File: src/rtl/core/pps_pkg.sv
// shared types, constants and divider step function for the sprite projection block
package pps_pkg;

    localparam int COEFF_BITS_DEFAULT = 21;
    localparam int ROW_BITS           = 63;
    localparam int CAM_BITS           = 48;
    localparam int DIV_STEPS          = 25;
    localparam int CFG_ADDR_BITS      = 5;

    // register indexes on the configuration port
    localparam logic [1:0] REG_ROW_DEPTH = 2'd0;
    localparam logic [1:0] REG_ROW_HORZ  = 2'd1;
    localparam logic [1:0] REG_ROW_VERT  = 2'd2;
    localparam logic [1:0] REG_CAMERA    = 2'd3;

    localparam logic [DIV_STEPS-1:0] SCALE_NUMERATOR = 25'h010_0000;
    localparam logic [15:0]          SCREEN_X_OFFSET = 16'd160;
    localparam logic [15:0]          SCREEN_Y_OFFSET = 16'd100;

    typedef struct packed {
        logic [7:0]  tag;
        logic [15:0] src_w;
        logic [15:0] src_h;
        logic [15:0] ext_w;
        logic [15:0] ext_h;
    } side_t;

    typedef struct packed {
        logic [15:0]          rem;
        logic [DIV_STEPS-1:0] num;
    } lane_t;

    typedef struct packed {
        side_t       side;
        logic [15:0] depth;
        logic        neg_x;
        logic        neg_y;
        lane_t       lane_s;
        lane_t       lane_x;
        lane_t       lane_y;
    } div_item_t;

    // one restoring division step: next dividend bit into the remainder,
    // quotient bit into the bottom of the dividend word
    function automatic lane_t div_step(lane_t in_lane, logic [15:0] divisor);
        logic [16:0] trial;
        logic [16:0] diff;
        lane_t       res;
        trial = {in_lane.rem, in_lane.num[DIV_STEPS-1]};
        diff  = trial - {1'b0, divisor};
        if (trial >= {1'b0, divisor}) begin
            res.rem = diff[15:0];
            res.num = {in_lane.num[DIV_STEPS-2:0], 1'b1};
        end else begin
            res.rem = trial[15:0];
            res.num = {in_lane.num[DIV_STEPS-2:0], 1'b0};
        end
        return res;
    endfunction

endpackage

File: src/rtl/core/pps_div_cell.sv
// one divider cell: a quotient bit for the scale, x and y lanes
module pps_div_cell (
    input  logic               aclk,
    input  logic               aresetn,
    input  logic               in_valid,
    input  pps_pkg::div_item_t in_item,
    output logic               in_ready,
    output logic               out_valid,
    output pps_pkg::div_item_t out_item,
    input  logic               out_ready
);

    logic               valid_reg;
    pps_pkg::div_item_t item_reg, item_next;

    assign in_ready = !valid_reg || out_ready;

    // step all three lanes against the shared divisor
    always_comb begin
        item_next        = in_item;
        item_next.lane_s = pps_pkg::div_step(in_item.lane_s, in_item.depth);
        item_next.lane_x = pps_pkg::div_step(in_item.lane_x, in_item.depth);
        item_next.lane_y = pps_pkg::div_step(in_item.lane_y, in_item.depth);
    end

    always_ff @(posedge aclk) begin
        if (!aresetn) begin
            valid_reg <= 1'b0;
        end else if (in_ready) begin
            valid_reg <= in_valid;
        end
    end

    always_ff @(posedge aclk) begin
        if (in_ready) begin
            item_reg <= item_next;
        end
    end

    assign out_valid = valid_reg;
    assign out_item  = item_reg;

endmodule

File: config.mk
export PLATFORM = sky130hd
export DESIGN_NAME = pps_div_cell
export DESIGN_NICKNAME = d
export VERILOG_FILES = /design/src/rtl/core/pps_pkg.sv /design/src/rtl/core/pps_div_cell.sv
export SDC_FILE = /design/constraint.sdc
export NUM_CORES = 1
export LEC_CHECK = 0
export ABC_AREA = 0
export BUFFER_PORTS_ARGS = -buffer_cell sky130_fd_sc_hd__buf_4
export CORE_AREA = 2 2 165 167
export DETAILED_ROUTE_END_ITERATION = 8
export DIE_AREA = 0 0 167 169
export PLACE_DENSITY = 0.64
export SLEW_MARGIN = 5
export SYNTH_ARGS = -nofsm -noshare
export SYNTH_HDL_FRONTEND = slang
export SYNTH_SLANG_ARGS = --single-unit
File: constraint.sdc
create_clock -name aclk -period 17.9 [get_ports aclk]
set_input_delay 1.79 -clock aclk [delete_from_list [all_inputs] [get_ports aclk]]
set_output_delay 1.79 -clock aclk [all_outputs]
set_load 0.005 [all_outputs]
==> results.yml <==
hold_path:
  hold_class: "register to register"
  hold_depth: 2
global_route:
  grt_use_total: 0.207
  antenna_found_initial: 1
  gr-total-overflow: 0
  grt_pass1_vias: 6778
  grt_max_degree: 70
  grt_first_pass_wirelength_um: 43600
timing:
  fin_ws_ps: 13490
  post-route-min-period_ps: 4410
  post-route-period-util: 0.246
  drv_slew: 0
  maxSlewHeadroom: 0.209
  setup_tns_ps: 0
  max_freq_mhz: 227
  rsz0062_at_grt: "false"
  finClkSkew_ps: 11.5
  hold_viol_final: 0
  setup_violations: 0
  worst_pin_slew_ps: 1180
clock_tree:
  h-tree-depth: 1
  cts_tree: "yes"
  clkSinkCount: 214
  clock_latency_ps: 510
  numCtsBuffers: 24
  ctsHoldBuffers: 0
  path_clk_slew_ps: 60
  post_cts_buffers: 0
  clock-root-buffer: "clkbuf_16"
  cts_resized: 0
  clockBufferDepth: 3
floorplanning:
  io_pins: 432
  dieArea_um2: 28200
  die_height_um: 169
  core_area_um2: 26500
  num_rows: 60
  initial_core_util: 0.352
  die_w_um: 167
routing:
  vias: 6836
  drt_iter0_markers: 525
  drc: 0
  routedWlPerCell_um: 22.0
  dr.pass1.iters: 5
  ant_nets: 0
  vias_per_cell: 4.85
  route.final.wire_length_um: 31000
place:
  portBuffers: 431
  dp_slack_ps: 12940
  post-dp-hpwl_um: 24500
  gp_congestion: 0.850
pwr:
  p_int_uw: 1050
  pwr-share-clk: 0.359
  power_density_nw_per_um2: 100
  peakVddDrop_v: 0.0000792
  power_frac_comb: 0.186
  power.leakage_uw: 0.00604
  p_switching_uw: 331
  total_power_uw: 1380
  p_seq_frac: 0.454
  p_sw_frac: 0.240
critical_path:
  cpMaxStageDelayCell: "a31oi_2"
  crit_fanout: 17
  cp.buffers_inverters: 2
  reg2regPathDepth: 3
  rrSetupSlack_ps: 15300
  critPathMaxStageDelay_ps: 920
  worstPathArrival_ps: 4660
  critPathMostFrequentCell: "a21oi_1"
  endpoint_kind: "register"
  path_depth: 11
  crit_required_ps: 18150
  critPathKind: "input pin to register"
  critPathTopFamily: "compound AO/OA/AOI/OAI gates"
  crit_chain: "buf_4 -> inv_1 -> ha_1 -> a21o_1 -> a21oi_1 -> o21bai_1 -> a31o_2 -> a21oi_1 -> o21ai_1 -> a31oi_2 -> mux2_2"
  startpoint_type: "input pin"
final_layout:
  nets: 1320
  final_layout_size_suffix_gt1_frac: 0.491
  area_growth_pct: 47.8
  nFillCells: 2344
synthesis:
  avgSynthCellArea_um2: 15.6
  syn-cell-area_um2: 9320
  synth_top_flop_cell: "edfxtp_1"
  yosys.area.top_type: "edfxtp_1"
  synth.most_common_cell: "edfxtp_1"
  yosysSeqAreaShare: 0.688
  synth_nets: 864
  yosys_warnings: 0
  yosys-top-cells-count: "213 x edfxtp_1, 48 x ha_1, 40 x inv_1, 39 x mux2_2, 36 x a21oi_1"
  synthArstFlopShare: 0
  synth_cell_types: 57
  synthCells: 596
  synth-seq-cells: 214
  synth_top_area_frac: 0.686
  synth.area.top_cells: "edfxtp_1 69%, ha_1 6.4%, mux2_2 4.7%, xnor2_1 2.3%, a21oi_1 1.9%"
  synth_edf_count: 213
run_status:
  outcome: "completed"
run:
  drv_cap: 0
[per-stage QoR]
| step | utilization | instances | hold slack (ps) | instance area, µm² |
|---|---|---|---|---|
| floorplan | - | 596 | 1890 | 9320 |
| global placement | 0.490 | 1367 | 939 | 13000 |
| detailed placement | 0.490 | 1367 | 952 | 13000 |
| CTS | 0.520 | 1409 | 960 | 13800 |
| global route | 0.520 | 1409 | 1020 | 13800 |
| finish | 0.520 | 1410 | 942 | 13800 |
[power by group through the flow]
stage | clock, µW | combinational (µW) | sequential, µW
floorplan | 0 | 103 | 645
global placement | 0 | 256 | 636
detailed placement | 0 | 259 | 636
CTS | 511 | 261 | 627
global route | 529 | 278 | 631
finish | 496 | 257 | 627
[per-layer routing]
layer,part of all wire,GRT usage,wire length (µm)
met4,0.012,0.0319,383
met1,0.38,0.241,11600
met5,0,0,0
met3,0.082,0.0589,2530
met2,0.53,0.384,16400
[final timing paths]
| kind | startpoint | end |
|---|---|---|
| hold reg to reg | out_valid | out_valid |
| hold / removal | out_valid | out_valid |
| setup reg to reg | out_valid | out_item[198] |
| setup / recovery | in_item[131] | out_item[69] |
[logic make-up (layout without fill, tap and decap cells)]
family          count (synthesis)  in the layout  synth area share
other cells                     0              1                 0
flops                         214            214             0.688
compound gates                121            121            0.0866
mux                            47             47            0.0562
buf+inv                        44            516            0.0197
fa+ha+maj                      51             51            0.0709
simple gates                   87             87            0.0481
xor+xnor                       32             32            0.0301
[registers in the layout, summed over array words and instances, names as in the netlist]
register   count
out_valid      1
out_item     213
[area by class of cell]
| cell class | count | area, µm² | area share |
|---|---|---|---|
| antenna | 1 | 2.50 | 0.000182 |
| inverter | 40 | 150 | 0.0109 |
| multi-input combinational | 338 | 2730 | 0.198 |
| timing repair buffer | 434 | 3260 | 0.237 |
| tap | 341 | 427 | 0.0310 |
| sequential | 214 | 6420 | 0.466 |
| clock inverter | 16 | 164 | 0.0119 |
| clock buffer | 26 | 629 | 0.0457 |
[layout by cell type (no fill, tap or decap), types with 2 or more instances in the layout]
cell / instances
a211o_1: 3
o31a_1: 2
xnor2_1: 24
nand2_1: 14
clkinvlp_4: 4
edfxtp_1: 213
a21boi_0: 2
nor2b_1: 4
a21o_1: 12
mux2_2: 39
nor2_1: 24
a31o_2: 2
a211oi_1: 7
nand2b_1: 6
or3_1: 2
nor4_1: 3
nand3_1: 12
buf_4: 434
bufinv_16: 3
nand4_1: 4
a221oi_1: 2
o21a_1: 8
nor3_1: 8
clkinv_1: 4
clkbuf_16: 25
ha_1: 48
o21bai_1: 8
mux2i_1: 7
a21oi_1: 36
inv_1: 40
o21ai_0: 22
clkinv_2: 4
fa_1: 3
o22ai_1: 2
xor2_1: 8
[worst min-delay path, cell delays in order, from the launching register on]
cell      delay, ps
dfxtp_1         330
nand2b_4        400
a21boi_0        160
Power figures use the tool's default switching activity.
