`src/rtl/core/pps_pkg.sv`:
```
// shared types, constants and divider step function for the sprite projection block
package pps_pkg;

    localparam int COEFF_BITS_DEFAULT = 21;
    localparam int ROW_BITS           = 63;
    localparam int CAM_BITS           = 48;
    localparam int DIV_STEPS          = 25;
    localparam int CFG_ADDR_BITS      = 5;

    // register indexes on the configuration port
    localparam logic [1:0] REG_ROW_DEPTH = 2'd0;
    localparam logic [1:0] REG_ROW_HORZ  = 2'd1;
    localparam logic [1:0] REG_ROW_VERT  = 2'd2;
    localparam logic [1:0] REG_CAMERA    = 2'd3;

    localparam logic [DIV_STEPS-1:0] SCALE_NUMERATOR = 25'h010_0000;
    localparam logic [15:0]          SCREEN_X_OFFSET = 16'd160;
    localparam logic [15:0]          SCREEN_Y_OFFSET = 16'd100;

    typedef struct packed {
        logic [7:0]  tag;
        logic [15:0] src_w;
        logic [15:0] src_h;
        logic [15:0] ext_w;
        logic [15:0] ext_h;
    } side_t;

    typedef struct packed {
        logic [15:0]          rem;
        logic [DIV_STEPS-1:0] num;
    } lane_t;

    typedef struct packed {
        side_t       side;
        logic [15:0] depth;
        logic        neg_x;
        logic        neg_y;
        lane_t       lane_s;
        lane_t       lane_x;
        lane_t       lane_y;
    } div_item_t;

    // one restoring division step: next dividend bit into the remainder,
    // quotient bit into the bottom of the dividend word
    function automatic lane_t div_step(lane_t in_lane, logic [15:0] divisor);
        logic [16:0] trial;
        logic [16:0] diff;
        lane_t       res;
        trial = {in_lane.rem, in_lane.num[DIV_STEPS-1]};
        diff  = trial - {1'b0, divisor};
        if (trial >= {1'b0, divisor}) begin
            res.rem = diff[15:0];
            res.num = {in_lane.num[DIV_STEPS-2:0], 1'b1};
        end else begin
            res.rem = trial[15:0];
            res.num = {in_lane.num[DIV_STEPS-2:0], 1'b0};
        end
        return res;
    endfunction

endpackage

```
`src/rtl/core/pps_back.sv`:
```
// result stage: signs, screen offsets, centering, sprite scaling, output register
module pps_back (
    input  logic               aclk,
    input  logic               aresetn,
    input  logic               in_valid,
    input  pps_pkg::div_item_t in_item,
    output logic               in_ready,
    output logic               m_tvalid,
    input  logic               m_tready,
    output logic [103:0]       m_tdata
);

    logic        valid_reg;
    logic [103:0] data_reg, data_next;
    logic [15:0] scale, qx, qy, sx, sy;
    logic [31:0] pw, ph;

    assign in_ready = !valid_reg || m_tready;

    // quotient signs, offsets and scaled sizes
    always_comb begin
        scale = in_item.lane_s.num[15:0];
        qx    = in_item.neg_x ? (16'd0 - in_item.lane_x.num[15:0]) : in_item.lane_x.num[15:0];
        qy    = in_item.neg_y ? (16'd0 - in_item.lane_y.num[15:0]) : in_item.lane_y.num[15:0];
        sx    = qx + pps_pkg::SCREEN_X_OFFSET;
        sy    = qy + pps_pkg::SCREEN_Y_OFFSET;
        pw    = 32'(in_item.side.src_w) * 32'(scale);
        ph    = 32'(in_item.side.src_h) * 32'(scale);
        data_next = {scale,
                     in_item.depth,
                     sy - {1'b0, in_item.side.ext_h[15:1]},
                     sx - {1'b0, in_item.side.ext_w[15:1]},
                     ph[25:10],
                     pw[25:10],
                     in_item.side.tag};
    end

    always_ff @(posedge aclk) begin
        if (!aresetn) begin
            valid_reg <= 1'b0;
        end else if (in_ready) begin
            valid_reg <= in_valid;
        end
    end

    always_ff @(posedge aclk) begin
        if (in_ready) begin
            data_reg <= data_next;
        end
    end

    assign m_tvalid = valid_reg;
    assign m_tdata  = data_reg;

endmodule

```
`config.mk`:
```
export PLATFORM = sky130hd
export DESIGN_NAME = pps_back
export DESIGN_NICKNAME = d
export VERILOG_FILES = /design/src/rtl/core/pps_pkg.sv /design/src/rtl/core/pps_back.sv
export SDC_FILE = /design/constraint.sdc
export NUM_CORES = 1
export LEC_CHECK = 0
export CAP_MARGIN = 20
export CORE_ASPECT_RATIO = 1.5
export CORE_MARGIN = 3
export CORE_UTILIZATION = 30
export DETAILED_ROUTE_END_ITERATION = 10
export DONT_BUFFER_PORTS = 1
export GPL_TIMING_DRIVEN = 0
export SLEW_MARGIN = 20
export SYNTH_ARGS = -nofsm -noshare
export SYNTH_HDL_FRONTEND = slang
export SYNTH_SLANG_ARGS = --single-unit
```
`constraint.sdc`:
```
create_clock -name aclk -period 6.65 [get_ports aclk]
set_input_delay 0.3325 -clock aclk [delete_from_list [all_inputs] [get_ports aclk]]
set_output_delay 0.3325 -clock aclk [all_outputs]
set_load 0.005 [all_outputs]
```
==> metrics.md <==
| Metric | Value |
|---|---|
| Setup TNS | `0 ps` |
| FF-to-FF setup slack | `5240 ps` |
| Via density | `4.74` |
| Sw Ratio | `49.4%` |
| Fin nets | `2897` |
| RSZ-0062 raised after global routing | `no` |
| Total placed cells including tap cells | `2933` |
| Worst hold margin | `77.0 ps` |
| DRT Wirelength | `54.7 mm` |
| Switching pwr | `5.23 mW` |
| Register Area | `3140 um2` |
| # port buffers | `0` |
| Pre-antenna DRT Iters | `5` |
| Filler Cell Count | `6628` |
| Num CTS Buffers | `9` |
| Critical path endpoint | `m_tdata[39]$_DFFE_PP_` |
| CTS Sinks | `105` |
| CTS Root Buffer Type | `clkbuf_16` |
| Starting Density | `30.5%` |
| Gr ovfl total | `0` |
| Highest-count cells in the layout ignoring fill and taps | `inv_1 (482), fa_1 (362), nand2_1 (293), and2_1 (217), ha_1 (204)` |
| Reg2reg path depth | `2` |
| Drt drc | `0` |
| Skew final | `23.3 ps` |
| Tot Pwr | `10.6 mW` |
| Via Count | `14.2k` |
| Clk pwr share | `5.8%` |
| Crit-path max cell delay | `600 ps` |
| Post-synth top area cell | `fa_1` |
| First-pass GRT wire length | `86.4 mm` |
| Cell family with most CP delay | `adder cells` |
| Die width | `216 um` |
| Most Frequent Cell on Critical Path | `fa_1` |
| Warnings, synthesis | `0` |
| Area of the multi-input gates | `14500 um2` |
| Fin cells | `2991` |
| Number of H-tree levels | `3` |
| Time the worst path needs with I/O delays and setup | `6460 ps` |
| Post-synthesis register bit count | `105` |
| Syn Inst Count | `2061` |
| CP arrival | `6630 ps` |
| Hold Path Class | `input pin to register` |
| # Post-CTS Setup Buffers | `0` |
| Post-synth top flop | `edfxtp_1` |
| Pint | `5.36 mW` |
| Iteration-0 DRC Markers | `707` |
| Most common cell after layout, fill and taps aside | `inv_1` |
| Worst Tran Pin Value | `889 ps` |
| # rows | `114` |
| P per Cell Area | `489 nW/um2` |
| VDD IR-drop max | `0.481 mV` |
| CP required | `6820 ps` |
| Avg WL per Cell | `18.3 um` |
| Final core occ | `33.3%` |
| Largest net degree at the start of global routing | `55` |
| Cells along the critical path | `clkbuf_1 -> clkbuf_1 -> nand2_1 -> fa_1 -> inv_1 -> fa_1 -> fa_1 -> fa_1 -> fa_1 -> inv_1 -> fa_1 -> inv_1 -> ha_1 -> a21o_1 -> a21o_1 -> a21o_1 -> a211o_2 -> a2111o_1 -> a31oi_2 -> xnor2_1` |
| Max-cap violations | `0` |
| GRT Util Overall | `16.3%` |
| Final hold viol count | `0` |
| Status | `complete, no violations` |
| Synthesis-to-finish area growth | `9.44%` |
| Fraction of registers with async set/reset | `0%` |
| Worst R2R End | `m_tdata[33]$_DFFE_PP_` |
| Number of max-slew violations in the final report | `0` |
| FMAX | `0.155 GHz` |
| Proportion of netlist area held by the largest area contributor | `36.6%` |
| Die footprint | `69100 um2` |
| Clock Latency Late Sink | `430 ps` |
| Net Count, Synth | `2844` |
| Initial antenna violation count | `6` |
| DP HPWL | `45.5 mm` |
| EDFF count, synth | `104` |
| Reg-to-Reg Start | `m_tvalid$_SDFFE_PN0P_` |
| Max clock buf depth | `2` |
| Share of cells above drive strength 1 | `1.65%` |
| Worst Path Buf+Inv | `5` |
| Worst slew margin | `40.7%` |
| Cell area after synthesis | `19800 um2` |
| Period utilisation layout | `97.1%` |
| CP Capture Type | `register` |
| Routability cong. | `0.906` |
| Seq/Total Area, Yosys | `15.9%` |
| Synth top area cells | `fa_1 (37%), edfxtp_1 (16%), ha_1 (13%), inv_1 (9.1%), and2_1 (6.9%)` |
| Post-route ant nets | `0` |
| WS Path Type | `input pin to register` |
| Clk slew on worst S/H paths | `90 ps` |
| Leak pwr | `10.3 nW` |
| CTS tree | `yes` |
| Core ar. | `64900 um2` |
| CP max FO | `10` |
| Startpoint types | `input pin` |
| Die Span Y | `320 um` |
| Count of cell types in the netlist | `50` |
| Final number of setup-violating endpoints | `0` |
| CP startpoint | `in_item[93]` |
| Comb pwr share | `79.3%` |
| IO Pins | `323` |
| Post-Syn Area per Cell | `9.59 um2` |
| Vias in the first global route | `15.9k` |
| Levels on crit path | `20` |
| Part of the power in registers | `14.9%` |
| Worst path slowest cell | `fa_1` |
power groups by stage:
stage                     Clock [mW]  Sequential, mW  Combinational [mW]
after global routing           0.687            1.60                9.82
final                          0.617            1.58                8.40
after CTS                      0.663            1.59                8.73
after floorplan                    0            1.54                6.45
after global placement             0            1.61                8.54
after detailed placement           0            1.61                8.63
worst min path at each step:
| stage | startpoint | end | slack [ps] | cells past startpoint |
|---|---|---|---|---|
| finish | in_valid | m_tvalid$_SDFFE_PN0P_ | 80 | 2 |
| global route | aresetn | m_tvalid$_SDFFE_PN0P_ | 70 | 1 |
| CTS | in_valid | m_tvalid$_SDFFE_PN0P_ | 40 | 2 |
| detailed placement | in_item[211] | m_tdata[6]$_DFFE_PP_ | 430 | 0 |
| global placement | in_item[211] | m_tdata[6]$_DFFE_PP_ | 430 | 0 |
| floorplan | in_item[205] | m_tdata[0]$_DFFE_PP_ | 430 | 0 |
layout make-up:
type	count	area share (%)
flip-flops and latches	105	14.5
diodes	2	0.0231
repair buffers	42	2.07
well taps	870	5.03
multi-input cells	1395	67.2
plain buffers	79	1.38
clock buffers	9	1.04
clock inverters	7	0.422
inverters	482	8.36
what timing repair did:
item	4_1_cts	5_1_grt
hold endpoints to repair	40	0
setup endpoints to repair	0	3
hold buffers	40	0
gates resized for setup	0	3
metrics by stage:
stage | setup WS, ps | area [um2]
3_3_place_gp | -216 | 20900
3_5_place_dp | -273 | 20900
4_1_cts | 196 | 21600
2_1_floorplan | 435 | 19800
6_report | 191 | 21600
5_1_grt | 21.3 | 21600
flip-flops by register name, indices dropped and copies added, names as in the netlist:
name / flops
m_tdata: 104
m_tvalid: 1
layer usage:
metal / global-route usage (%) / vias up / share of wire (%)
li1: - / 6340 / -
met1: 17.5 / 7205 / 36
met2: 30.2 / 525 / 53
met3: 3.74 / 118 / 7.1
met4: 7.44 / 0 / 4.3
met5: 0 / - / 0
synth_stat cells, types with 8 or more instances:
| master | instances |
|---|---|
| xnor2_1 | 84 |
| nand3_1 | 8 |
| nor3_1 | 12 |
| clkbuf_1 | 78 |
| o31ai_1 | 12 |
| ha_1 | 204 |
| nand2_1 | 293 |
| fa_1 | 362 |
| inv_1 | 482 |
| edfxtp_1 | 104 |
| a21oi_1 | 42 |
| o21ai_0 | 19 |
| a21o_1 | 12 |
| or3_1 | 10 |
| nor2_1 | 17 |
| and2_1 | 217 |
| xor2_1 | 25 |
logic make-up (layout without fill, tap and decap cells):
group,count (synthesis),after routing,share of synthesized area [%]
fa+ha+maj,566,566,49.6
flops,105,105,15.9
other cells,0,2,0
simple gates,588,588,14.7
xor+xnor,109,109,4.83
compound gates,132,132,4.42
buf+inv,561,619,10.6
Note: power is estimated with default switching activity, not from simulation.
